File: src/sv/sorted_angle_gap_engine_assert.svh
// Assertion macros shared by the sorted angle gap engine RTL.
// No dependencies; include by bare file name.
`ifndef SORTED_ANGLE_GAP_ENGINE_ASSERT_SVH
`define SORTED_ANGLE_GAP_ENGINE_ASSERT_SVH

// same-cycle implication
`define SAGE_ASSERT_NOW(label, clk, rst, ante, cons) \
   label: assert property (@(posedge clk) disable iff (rst) (ante) |-> (cons)) \
      else $error("sorted angle gap engine: assertion failed");

// next-cycle implication
`define SAGE_ASSERT_NEXT(label, clk, rst, ante, cons) \
   label: assert property (@(posedge clk) disable iff (rst) (ante) |=> (cons)) \
      else $error("sorted angle gap engine: assertion failed");

`endif

File: src/sv/sage_pkg.sv
// Package for the sorted angle gap engine: sizes, constants and shared types.
// No dependencies; used by the interfaces, the cell and the top level.
`timescale 1ns / 1ps

package sage_pkg;

   localparam int MAX_EDGES       = 16;
   localparam int ANGLE_FRAC_BITS = 7;
   localparam int ANGLE_W         = 16;
   localparam int OUT_POS_W       = 4;
   localparam int POS_W           = $clog2(MAX_EDGES);
   localparam int CNT_W           = $clog2(MAX_EDGES + 1);
   localparam int FULL_CIRCLE_INT = 360 << ANGLE_FRAC_BITS;
   localparam logic [ANGLE_W-1:0] FULL_CIRCLE = ANGLE_W'(FULL_CIRCLE_INT);

   typedef struct packed {
      logic               valid;
      logic [ANGLE_W-1:0] angle;
      logic [POS_W-1:0]   pos;
   } entry_type;

   typedef struct packed {
      logic insert;
      logic shift;
   } chain_ctrl_type;

   typedef struct packed {
      logic [OUT_POS_W-1:0] load_position;
      logic [ANGLE_W-1:0]   sorted_angle;
      logic [ANGLE_W-1:0]   gap;
      logic                 overflow;
      logic                 last_result;
   } rsp_item_type;

   typedef enum logic {
      ST_LOAD,
      ST_EMIT
   } state_type;

endpackage

File: src/sv/sage_req_if.sv
// Input channel of the sorted angle gap engine: valid, ready and one angle item.
// Depends on sage_pkg.
`timescale 1ns / 1ps

interface sage_req_if;
   logic                         valid;
   logic                         ready;
   logic [sage_pkg::ANGLE_W-1:0] angle;
   logic                         is_last;

   modport source (output valid, output angle, output is_last, input ready);
   modport sink (input valid, input angle, input is_last, output ready);
endinterface

File: src/sv/sage_rsp_if.sv
// Result channel of the sorted angle gap engine: valid, ready and one result item.
// Depends on sage_pkg.
`timescale 1ns / 1ps

interface sage_rsp_if;
   logic                           valid;
   logic                           ready;
   logic [sage_pkg::OUT_POS_W-1:0] load_position;
   logic [sage_pkg::ANGLE_W-1:0]   sorted_angle;
   logic [sage_pkg::ANGLE_W-1:0]   gap;
   logic                           overflow;
   logic                           last_result;

   modport source (output valid, output load_position, output sorted_angle,
                   output gap, output overflow, output last_result, input ready);
   modport sink (input valid, input load_position, input sorted_angle,
                 input gap, input overflow, input last_result, output ready);
endinterface

File: src/sv/sorted_angle_gap_engine.sv
// Sorted angle gap engine: usage
// req_if carries one bearing angle per item (unsigned, 7 fraction bits,
// clamped to 360 degrees) and is_last, which closes the set. rsp_if returns
// one item per stored angle in ascending order (equal angles in load order)
// with load position, angle, gap to the previous angle, overflow and
// last_result. The first result gets 360 minus the largest plus the smallest.
// Loading: one item per cycle into a chain of MAX_EDGES cells; each cell
// compares against the new angle and the tail shifts right by one cell.
// Angles beyond MAX_EDGES are dropped and overflow is set for that set.
// Emitting: the closing item moves the engine to the emit state, which
// registers the first result once the output register is free, then one
// result per cycle while rsp_if.ready holds; the chain shifts left one cell
// per result. The last result may still sit in the output register while
// loading of the next set already starts. req_if.ready is low while results
// are being drawn from the chain; a stalled receiver holds the output
// register and the chain. Reset (synchronous) empties the chain and the
// output register.
// Depends on sage_pkg, sage_req_if, sage_rsp_if, sage_cell and the assertion
// macro header.
`timescale 1ns / 1ps
`include "sorted_angle_gap_engine_assert.svh"

module sorted_angle_gap_engine (
   input  logic  clock,
   input  logic  reset,
   sage_req_if.sink   req_if,
   sage_rsp_if.source rsp_if
);

   sage_pkg::state_type           state_ff, state_in;
   logic [sage_pkg::CNT_W-1:0]    count_ff, count_in;
   logic [sage_pkg::CNT_W-1:0]    remaining_ff, remaining_in;
   logic                          overflow_ff, overflow_in;
   logic                          first_ff, first_in;
   logic [sage_pkg::ANGLE_W-1:0]  max_ff, max_in;
   logic [sage_pkg::ANGLE_W-1:0]  prev_ff, prev_in;
   logic                          rsp_valid_ff, rsp_valid_in;
   sage_pkg::rsp_item_type        rsp_ff, rsp_in;

   logic                          in_take;
   logic                          space;
   logic                          out_free;
   logic                          emit_fire;
   logic [sage_pkg::ANGLE_W-1:0]  angle_clamped;
   logic [sage_pkg::ANGLE_W:0]    wrap_gap;
   sage_pkg::chain_ctrl_type      ctrl;
   sage_pkg::entry_type           new_entry;
   sage_pkg::entry_type           empty_entry;
   sage_pkg::entry_type           cells [sage_pkg::MAX_EDGES];
   logic                          gts [sage_pkg::MAX_EDGES];

   assign req_if.ready = (state_ff == sage_pkg::ST_LOAD);
   assign in_take      = req_if.valid && req_if.ready;
   assign space        = (count_ff < sage_pkg::CNT_W'(sage_pkg::MAX_EDGES));
   assign out_free     = !rsp_valid_ff || rsp_if.ready;
   assign emit_fire    = (state_ff == sage_pkg::ST_EMIT) && out_free;

   assign angle_clamped = (req_if.angle > sage_pkg::FULL_CIRCLE) ?
                          sage_pkg::FULL_CIRCLE : req_if.angle;

   assign new_entry.valid = 1'b1;
   assign new_entry.angle = angle_clamped;
   assign new_entry.pos   = sage_pkg::POS_W'(count_ff);

   assign empty_entry.valid = 1'b0;
   assign empty_entry.angle = '0;
   assign empty_entry.pos   = '0;

   assign ctrl.insert = in_take && space;
   assign ctrl.shift  = emit_fire;

   for (genvar i = 0; i < sage_pkg::MAX_EDGES; i++) begin : g_cell
      sage_cell u_cell (
         .clock       (clock),
         .reset       (reset),
         .ctrl        (ctrl),
         .new_entry   (new_entry),
         .left_entry  ((i == 0) ? empty_entry : cells[(i == 0) ? 0 : i - 1]),
         .left_gt     ((i == 0) ? 1'b0 : gts[(i == 0) ? 0 : i - 1]),
         .right_entry ((i == sage_pkg::MAX_EDGES - 1) ? empty_entry :
                       cells[(i == sage_pkg::MAX_EDGES - 1) ? i : i + 1]),
         .entry       (cells[i]),
         .gt          (gts[i])
      );
   end

   // circular gap; equals full circle for a lone angle since max equals min
   assign wrap_gap = {1'b0, sage_pkg::FULL_CIRCLE} - {1'b0, max_ff}
                     + {1'b0, cells[0].angle};

   always_comb begin
      state_in     = state_ff;
      count_in     = count_ff;
      remaining_in = remaining_ff;
      overflow_in  = overflow_ff;
      first_in     = first_ff;
      max_in       = max_ff;
      prev_in      = prev_ff;
      rsp_valid_in = rsp_valid_ff;
      rsp_in       = rsp_ff;

      if (rsp_if.ready) begin
         rsp_valid_in = 1'b0;
      end

      case (state_ff)
         sage_pkg::ST_LOAD: begin
            if (in_take) begin
               if (space) begin
                  count_in = count_ff + 1'b1;
                  if ((count_ff == '0) || (angle_clamped > max_ff)) begin
                     max_in = angle_clamped;
                  end
               end else begin
                  overflow_in = 1'b1;
               end
               if (req_if.is_last) begin
                  state_in     = sage_pkg::ST_EMIT;
                  remaining_in = space ? count_ff + 1'b1 : count_ff;
                  first_in     = 1'b1;
               end
            end
         end
         sage_pkg::ST_EMIT: begin
            if (emit_fire) begin
               rsp_valid_in         = 1'b1;
               rsp_in.load_position = sage_pkg::OUT_POS_W'(cells[0].pos);
               rsp_in.sorted_angle  = cells[0].angle;
               rsp_in.gap           = first_ff ? wrap_gap[sage_pkg::ANGLE_W-1:0] :
                                      cells[0].angle - prev_ff;
               rsp_in.overflow      = overflow_ff;
               rsp_in.last_result   = (remaining_ff == sage_pkg::CNT_W'(1));
               prev_in              = cells[0].angle;
               first_in             = 1'b0;
               remaining_in         = remaining_ff - 1'b1;
               if (remaining_ff == sage_pkg::CNT_W'(1)) begin
                  state_in    = sage_pkg::ST_LOAD;
                  count_in    = '0;
                  overflow_in = 1'b0;
               end
            end
         end
         default: begin
            state_in = sage_pkg::ST_LOAD;
         end
      endcase
   end

   always_ff @(posedge clock) begin
      if (reset) begin
         state_ff     <= sage_pkg::ST_LOAD;
         count_ff     <= '0;
         remaining_ff <= '0;
         overflow_ff  <= 1'b0;
         first_ff     <= 1'b0;
         rsp_valid_ff <= 1'b0;
      end else begin
         state_ff     <= state_in;
         count_ff     <= count_in;
         remaining_ff <= remaining_in;
         overflow_ff  <= overflow_in;
         first_ff     <= first_in;
         rsp_valid_ff <= rsp_valid_in;
      end
   end

   always_ff @(posedge clock) begin
      max_ff  <= max_in;
      prev_ff <= prev_in;
      rsp_ff  <= rsp_in;
   end

   assign rsp_if.valid         = rsp_valid_ff;
   assign rsp_if.load_position = rsp_ff.load_position;
   assign rsp_if.sorted_angle  = rsp_ff.sorted_angle;
   assign rsp_if.gap           = rsp_ff.gap;
   assign rsp_if.overflow      = rsp_ff.overflow;
   assign rsp_if.last_result   = rsp_ff.last_result;

   `SAGE_ASSERT_NOW(a_emit_has_work, clock, reset, state_ff == sage_pkg::ST_EMIT, remaining_ff != '0 && cells[0].valid)
   `SAGE_ASSERT_NOW(a_count_in_range, clock, reset, 1'b1, count_ff <= sage_pkg::CNT_W'(sage_pkg::MAX_EDGES))
   `SAGE_ASSERT_NEXT(a_run_end_clears, clock, reset, emit_fire && remaining_ff == sage_pkg::CNT_W'(1), state_ff == sage_pkg::ST_LOAD && count_ff == '0 && !overflow_ff && rsp_if.last_result)
   `SAGE_ASSERT_NEXT(a_close_starts_emit, clock, reset, in_take && req_if.is_last, state_ff == sage_pkg::ST_EMIT && first_ff)

endmodule

File: src/sv/sage_cell.sv
// One cell of the sorting chain: holds one sorted entry, inserts or shifts.
// Depends on sage_pkg.
`timescale 1ns / 1ps

module sage_cell (
   input  logic                     clock,
   input  logic                     reset,
   input  sage_pkg::chain_ctrl_type ctrl,
   input  sage_pkg::entry_type      new_entry,
   input  sage_pkg::entry_type      left_entry,
   input  logic                     left_gt,
   input  sage_pkg::entry_type      right_entry,
   output sage_pkg::entry_type      entry,
   output logic                     gt
);

   sage_pkg::entry_type entry_ff;
   sage_pkg::entry_type entry_in;

   // empty cells rank above every angle
   assign gt    = !entry_ff.valid || (entry_ff.angle > new_entry.angle);
   assign entry = entry_ff;

   always_comb begin
      entry_in = entry_ff;
      if (ctrl.shift) begin
         entry_in = right_entry;
      end else if (ctrl.insert && gt) begin
         entry_in = left_gt ? left_entry : new_entry;
      end
   end

   always_ff @(posedge clock) begin
      if (reset) begin
         entry_ff.valid <= 1'b0;
      end else begin
         entry_ff <= entry_in;
      end
   end

endmodule
File: src/flat_wrapper.sv
// flat-port wrapper written by rule: the top's interface ports become plain ports
module sorted_angle_gap_engine_flat 
  (clock, reset, req_if_valid, req_if_angle, req_if_is_last, req_if_ready, rsp_if_valid, rsp_if_load_position, rsp_if_sorted_angle, rsp_if_gap, rsp_if_overflow, rsp_if_last_result, rsp_if_ready);
  sage_req_if req_if_i ();
  sage_rsp_if rsp_if_i ();
  input  logic clock;
  input  logic reset;
  input wire logic [$bits(req_if_i.valid)-1:0] req_if_valid;
  input wire logic [$bits(req_if_i.angle)-1:0] req_if_angle;
  input wire logic [$bits(req_if_i.is_last)-1:0] req_if_is_last;
  output wire logic [$bits(req_if_i.ready)-1:0] req_if_ready;
  output wire logic [$bits(rsp_if_i.valid)-1:0] rsp_if_valid;
  output wire logic [$bits(rsp_if_i.load_position)-1:0] rsp_if_load_position;
  output wire logic [$bits(rsp_if_i.sorted_angle)-1:0] rsp_if_sorted_angle;
  output wire logic [$bits(rsp_if_i.gap)-1:0] rsp_if_gap;
  output wire logic [$bits(rsp_if_i.overflow)-1:0] rsp_if_overflow;
  output wire logic [$bits(rsp_if_i.last_result)-1:0] rsp_if_last_result;
  input wire logic [$bits(rsp_if_i.ready)-1:0] rsp_if_ready;
  assign req_if_i.valid = req_if_valid;
  assign req_if_i.angle = req_if_angle;
  assign req_if_i.is_last = req_if_is_last;
  assign req_if_ready = req_if_i.ready;
  assign rsp_if_valid = rsp_if_i.valid;
  assign rsp_if_load_position = rsp_if_i.load_position;
  assign rsp_if_sorted_angle = rsp_if_i.sorted_angle;
  assign rsp_if_gap = rsp_if_i.gap;
  assign rsp_if_overflow = rsp_if_i.overflow;
  assign rsp_if_last_result = rsp_if_i.last_result;
  assign rsp_if_i.ready = rsp_if_ready;
  sorted_angle_gap_engine u_core (.clock(clock), .reset(reset), .req_if(req_if_i), .rsp_if(rsp_if_i));
endmodule
File: config.mk
export PLATFORM = sky130hd
export DESIGN_NAME = sorted_angle_gap_engine_flat
export DESIGN_NICKNAME = d
export VERILOG_FILES = /design/src/sv/sage_pkg.sv /design/src/sv/sage_req_if.sv /design/src/sv/sage_rsp_if.sv /design/src/sv/sorted_angle_gap_engine.sv /design/src/sv/sage_cell.sv /design/src/flat_wrapper.sv
export VERILOG_INCLUDE_DIRS = /design/src /design/src/sv
export SDC_FILE = /design/constraint.sdc
export NUM_CORES = 1
export LEC_CHECK = 0
export BUFFER_PORTS_ARGS = -buffer_cell sky130_fd_sc_hd__buf_2
export CAP_MARGIN = 20
export CORE_MARGIN = 1.5
export CORE_UTILIZATION = 59
export CTS_CLUSTER_DIAMETER = 30
export CTS_CLUSTER_SIZE = 20
export DETAILED_ROUTE_END_ITERATION = 8
export HOLD_SLACK_MARGIN = 0.05
export PLACE_DENSITY_LB_ADDON = 0.2
export SETUP_SLACK_MARGIN = 0.5
export SYNTH_ARGS = -nofsm -noshare
export SYNTH_HDL_FRONTEND = slang
export SYNTH_SLANG_ARGS = --single-unit
File: constraint.sdc
create_clock -name clock -period 5.86 [get_ports clock]
set_input_delay 0.879 -clock clock [delete_from_list [all_inputs] [get_ports clock]]
set_output_delay 0.879 -clock clock [all_outputs]
set_load 0.02 [all_outputs]
==> Word level (Yosys, flattened, before mapping) <==
Index checks and enable logic that the tools add are counted.
{ "op_classes": {"n_reduce_logical": 93, "magnitude_cmp": 19, "n_addsub": 5, "mux": 74, "eq_ne": 6, "n_bitwise": 2} }
{ "op_table": {"columns": ["cell", "n"], "rows": [
  ["21-bit two-way mux", 45],
  ["16-bit greater-than comparator", 17],
  ["5-bit two-way mux", 7],
  ["2-bit AND reduction", 17],
  ["16-bit two-way mux", 2],
  ["2-bit nonzero test", 16],
  ["20-bit two-way mux", 1],
  ["5-bit case mux with 2 select lines", 2],
  ["1-bit logical AND", 19],
  ["1-bit logical OR", 18],
  ["1-bit logical NOT", 17],
  ["16-bit adder", 1],
  ["16-bit greater-than comparator (second input constant)", 1],
  ["16-bit subtractor", 1],
  ["16-bit subtractor (first input constant)", 1],
  ["1-bit two-way mux", 14],
  ["2-bit inequality test (second input constant)", 5],
  ["4-bit AND reduction", 2],
  ["1-bit case mux with 2 select lines", 3],
  ["3-bit AND reduction", 2],
  ["5-bit by 1-bit adder with 5-bit output (second input constant)", 1],
  ["5-bit by 1-bit equality test with 1-bit output (second input constant)", 1],
  ["5-bit logical NOT", 1],
  ["5-bit less-than comparator (second input constant)", 1],
  ["3 further kinds", 4]
]} }
{ "word_totals": {"elab_cells": 259, "register_bits": 404, "out_inout_bits": 40} }

==> Logic depth before layout (Yosys ltp) <==
{ "depth": {"ltp_word": 7, "depth_mapped": 19} }

==> Hierarchy <==
Synthesis repeated with hierarchy kept, for this count alone.
{ "unflattened": {"cells_unflattened": 3013, "area_unflattened_um2": 29498.3} }
{ "modules_own_cells": {"columns": ["module", "area_each_um2", "n_inst", "seq_area_each_um2", "cells_each"], "rows": [
  ["sage_cell", 1539.0, 16, 620.6, 157],
  ["sorted_angle_gap_engine", 4874.7, 1, 1901.8, 501]
]} }

==> Worst setup path after synthesis <==
No wires, ideal clock.
{ "synth_path": {"path_type": "input port to flip-flop", "startpoint": "input req_if_angle[15]", "endpoint": "register u_core.g_cell[15].u_cell.entry_ff, in the netlist u_core.g_cell[15].u_cell.entry[0] (enable)", "n_path_buf": 4, "path_slack_ps": 278, "cell_stages": 17, "arrival_ps": 5158, "cell_sequence": "buf_2 -> o21a_1 -> o21ai_1 -> and2_1 -> buf_2 -> inv_1 -> clkbuf_1 -> clkbuf_1 -> ha_1 -> a21o_1 -> a21o_1 -> a21o_1 -> a21o_1 -> a21oi_1 -> o21ai_0 -> nor4_1 -> o21ai_0"} }
{ "synth_between": {"elab_chain_cells": 7} }
{ "synth_lines": {"columns": ["item", "line_no", "rtl"], "rows": [
  ["from (decl)", "flat_wrapper.sv:9", "input wire logic [$bits(req_if_i.angle)-1:0] req_if_angle;"],
  ["16-bit greater-than comparator", "sorted_angle_gap_engine.sv:58", "assign angle_clamped = (req_if.angle > sage_pkg::FULL_CIRCLE) ?"],
  ["16-bit two-way mux", "sorted_angle_gap_engine.sv:58", null],
  ["named net u_core.angle_clamped, one bit", "sorted_angle_gap_engine.sv:44", "logic [sage_pkg::ANGLE_W-1:0] angle_clamped;"],
  ["16-bit greater-than comparator", "sage_cell.sv:21", "assign gt = !entry_ff.valid || (entry_ff.angle > new_entry.angle);"],
  ["1-bit logical OR", "sage_cell.sv:21", null],
  ["1-bit logical AND", "sage_cell.sv:28", "end else if (ctrl.insert && gt) begin"],
  ["2-bit nonzero test (no source line)", null, null],
  ["2-bit AND reduction (no source line)", null, null],
  ["to (signal assigned)", "sage_cell.sv:37", "entry_ff <= entry_in;"],
  ["to (decl)", "sage_cell.sv:17", "sage_pkg::entry_type entry_ff;"]
]} }
The timed path passes the listed nets, and every way through them passes these cells.
A chain may end at the register's enable or synchronous reset.

==> flow_summary.ini <==
[sta]
hold_violations = 0
layout_min_cycle_time_ns = 4.91
setup_tns_ns = 0
post-route-period-util_pct = 83.8
timing.fmax_mhz = 204
setup_viol = 0
whs_ns = 0.459
fin_worst_skew_ns = 0.0296
rsz0062_at_grt = no
final_max_slew_viol_count = 0
fin_ws_ns = 0.949
worst_pin_slew_ns = 1.15
slew_headroom_pct = 23.6

[floorplanning]
initial_core_util_pct = 60.2
ioPinCount = 61
die_x_um = 232
rows = 83
die_area_um2 = 54000
die_h_um = 232
core_um2 = 51600

[cells_and_area]
fin_nets = 3665
finish.utilization_pct = 69.3
antennaDiodeCount = 0
drive_gt1_share_pct = 13.0
areaGrowthSynthToFinish_pct = 15.1

[clocking]
ctsResizeCount = 0
h-tree-depth = 3
cts_setup_buffers = 0
clockBufferDepth = 3
clk_latency_ns = 0.67
cts_hold_buffers = 0
cts_root_buf = clkbuf_16
cts_tree = built
numCtsBuffers = 104
cts.clk_slew.worst_paths_ns = 0.04
cts.sinks = 404

[drt]
firstDrtPassIters = 8
drt-initial-drc-count = 4240
vias = 30300
ant_nets = 0
drc = 0
vias_per_cell = 7.38
wl_per_cell_um = 28.1
drt-total-wl_mm = 116

[global_route]
grtUsageMet2_pct = 63.1
grt_max_degree = 169
grt_pass1_wl_mm = 172
busiest_layer = met2
gr-usage-met3_pct = 11.0
track_usage_pct = 42.2
grt_pass1_vias = 28600
globalRouteMet1Util_pct = 54.4
grt_antenna_before_repair = 3
grt-ovfl-total = 0

[setup_path]
cp_top_family = simple AND/OR/NAND/NOR gates
crit_path_max_incr_delay_ns = 0.56
crit_buf_inv = 5
path_max_fanout = 16
cp_data_required_time_ns = 6.33
critPathKind = input pin to flop
end_kind = flop
crit_chain = buf_2 -> nor4b_1 -> nand4_1 -> o21ai_1 -> and2_1 -> inv_1 -> buf_4 -> buf_4 -> ha_1 -> nand4_1 -> nor3_1 -> nand4_1 -> nor3_2 -> buf_4 -> or2_1 -> nor3_1 -> a311oi_1
startpoint_type = input pin
path_depth = 17
cpMaxStageDelayCell = nor3_1
cp.arrival_ns = 5.38
r2r_cells = 6

[pwr]
powerDensity_nw_per_um2 = 348
p_sw_mw = 3.96
switching_share_pct = 31.8
seqPwrFrac_pct = 32.3
intPower_mw = 8.49
ir_drop_v = 0.000257
combPwrFrac_pct = 21.4
clockPowerShare_pct = 46.3
p_leak_nw = 13.8

[run]
drv_cap = 0

[synth]
synthFlopType = edfxtp_1
syn_area_um2 = 31000
ys_ff_latch = 404
yosys.cell_count.top_type = edfxtp_1
synth_top_cell_area_share_pct = 36.2
synth_warnings = 0
netlist_instances = 3318
syn_nets = 3644
netlist_top_cells_area = edfxtp_1 36%, ha_1 12%, a311oi_1 7.2%, a21oi_1 4.2%, nor3_1 3.7%
synth.distinct_cells = 94
synth_commonest_cells = 374 x edfxtp_1, 303 x ha_1, 261 x a21oi_1
syn_avg_cell_area_um2 = 9.36
synth_seq_area_share_pct = 38.1
yosys.area.top_type = edfxtp_1
async_flop_share_pct = 0
synth_edf_count = 374

[status]
status = finished clean

[min_path]
hold-path-cell-count = 0
hold_class = flop to flop

[placed_design]
pre_cts_ws_ns = 0.539
gp_routability_congestion = 0.976
dp_hpwl_mm = 78.2
port_buffers = 60
layer usage:
layer,up-vias,wire (µm),part of all wire [%]
met3,557,15000,13
met1,14300,42800,37
met2,2363,49800,43
met4,2,7830,6.8
li1,13100,-,-
met5,-,13,0.011
power by group through the flow:
stage / registers (mW) / logic [mW] / clock network [mW]
finish: 4.02 / 2.67 / 5.76
global placement: 4.03 / 2.45 / 0
CTS: 3.99 / 2.59 / 5.76
floorplan: 3.83 / 1.90 / 0
global route: 4.02 / 2.91 / 5.92
detailed placement: 4.03 / 2.56 / 0
path summary, 6_finish.rpt:
kind	startpoint	to	slack, ns
setup / recovery	req_if_angle[8]	u_core.g_cell[2].u_cell.entry[13]	0.95
hold / removal	u_core.overflow_ff	u_core.rsp_if.overflow	0.46
hold reg to reg	u_core.overflow_ff	u_core.rsp_if.overflow	0.46
setup reg to reg	u_core.state_ff	u_core.g_cell[10].u_cell.entry[18]	2.29
cell type report:
type | count | area (µm²)
clock buffer | 133 | 2760
sequential | 404 | 11800
timing repair buffer | 193 | 1360
clock inverter | 61 | 738
fill | 3823 | 15900
multi-input combinational | 2483 | 17600
inverter | 153 | 582
tap | 680 | 851
logic make-up (layout without fill, tap and decap cells):
kind of cell	Yosys count	after routing	synth area share, %
buf+inv	431	540	5.58
flops	404	404	38.1
simple gates	937	937	14.5
xor+xnor	32	32	0.903
fa+ha+maj	317	317	12.8
compound gates	1098	1098	25.0
mux	99	99	3.20
state kept, by name, indices dropped and copies added (netlist names), 4 cells and up:
register,flops
u_core.g_cell.u_cell.entry,336
u_core.max_ff,16
u_core.prev_ff,16
u_core.rsp_if.gap,16
u_core.count_ff,5
u_core.remaining_ff,5
u_core.rsp_if.load_position,4
layout by cell type (no fill, tap or decap), types with 20 or more instances in the layout:
cell type	instances
nand2_1	189
a21oi_1	253
a21o_1	124
nand4_1	63
nor3_1	230
clkbuf_1	25
nor2_1	244
o221ai_1	29
nand3_1	93
o211ai_1	26
xnor2_1	20
a211oi_1	27
edfxtp_1	374
inv_1	145
o21a_1	22
buf_2	60
o21ai_1	73
a311oi_1	254
ha_1	303
a221oi_1	28
mux2i_1	98
buf_4	129
o21ai_0	109
clkbuf_16	105
dfxtp_1	30
worst reg2reg max path: stages (launching register included):
cell	delay (ns)
dfxtp_1	0.69
nand2_4	0.24
inv_8	0.72
buf_4	0.77
or2_1	0.53
nor3_1	0.09
a311oi_1	0.32
stage by stage:
| step | cell area (µm²) | cells | total power, mW |
|---|---|---|---|
| final | 35700 | 4107 | 12.5 |
| after global routing | 35700 | 4107 | 12.8 |
| after CTS | 35700 | 4104 | 12.3 |
| after detailed placement | 32200 | 3910 | 6.59 |
| after global placement | 32200 | 3910 | 6.48 |
| after floorplan | 31000 | 3318 | 5.73 |
No activity file was read; power rests on OpenSTA's default activity.
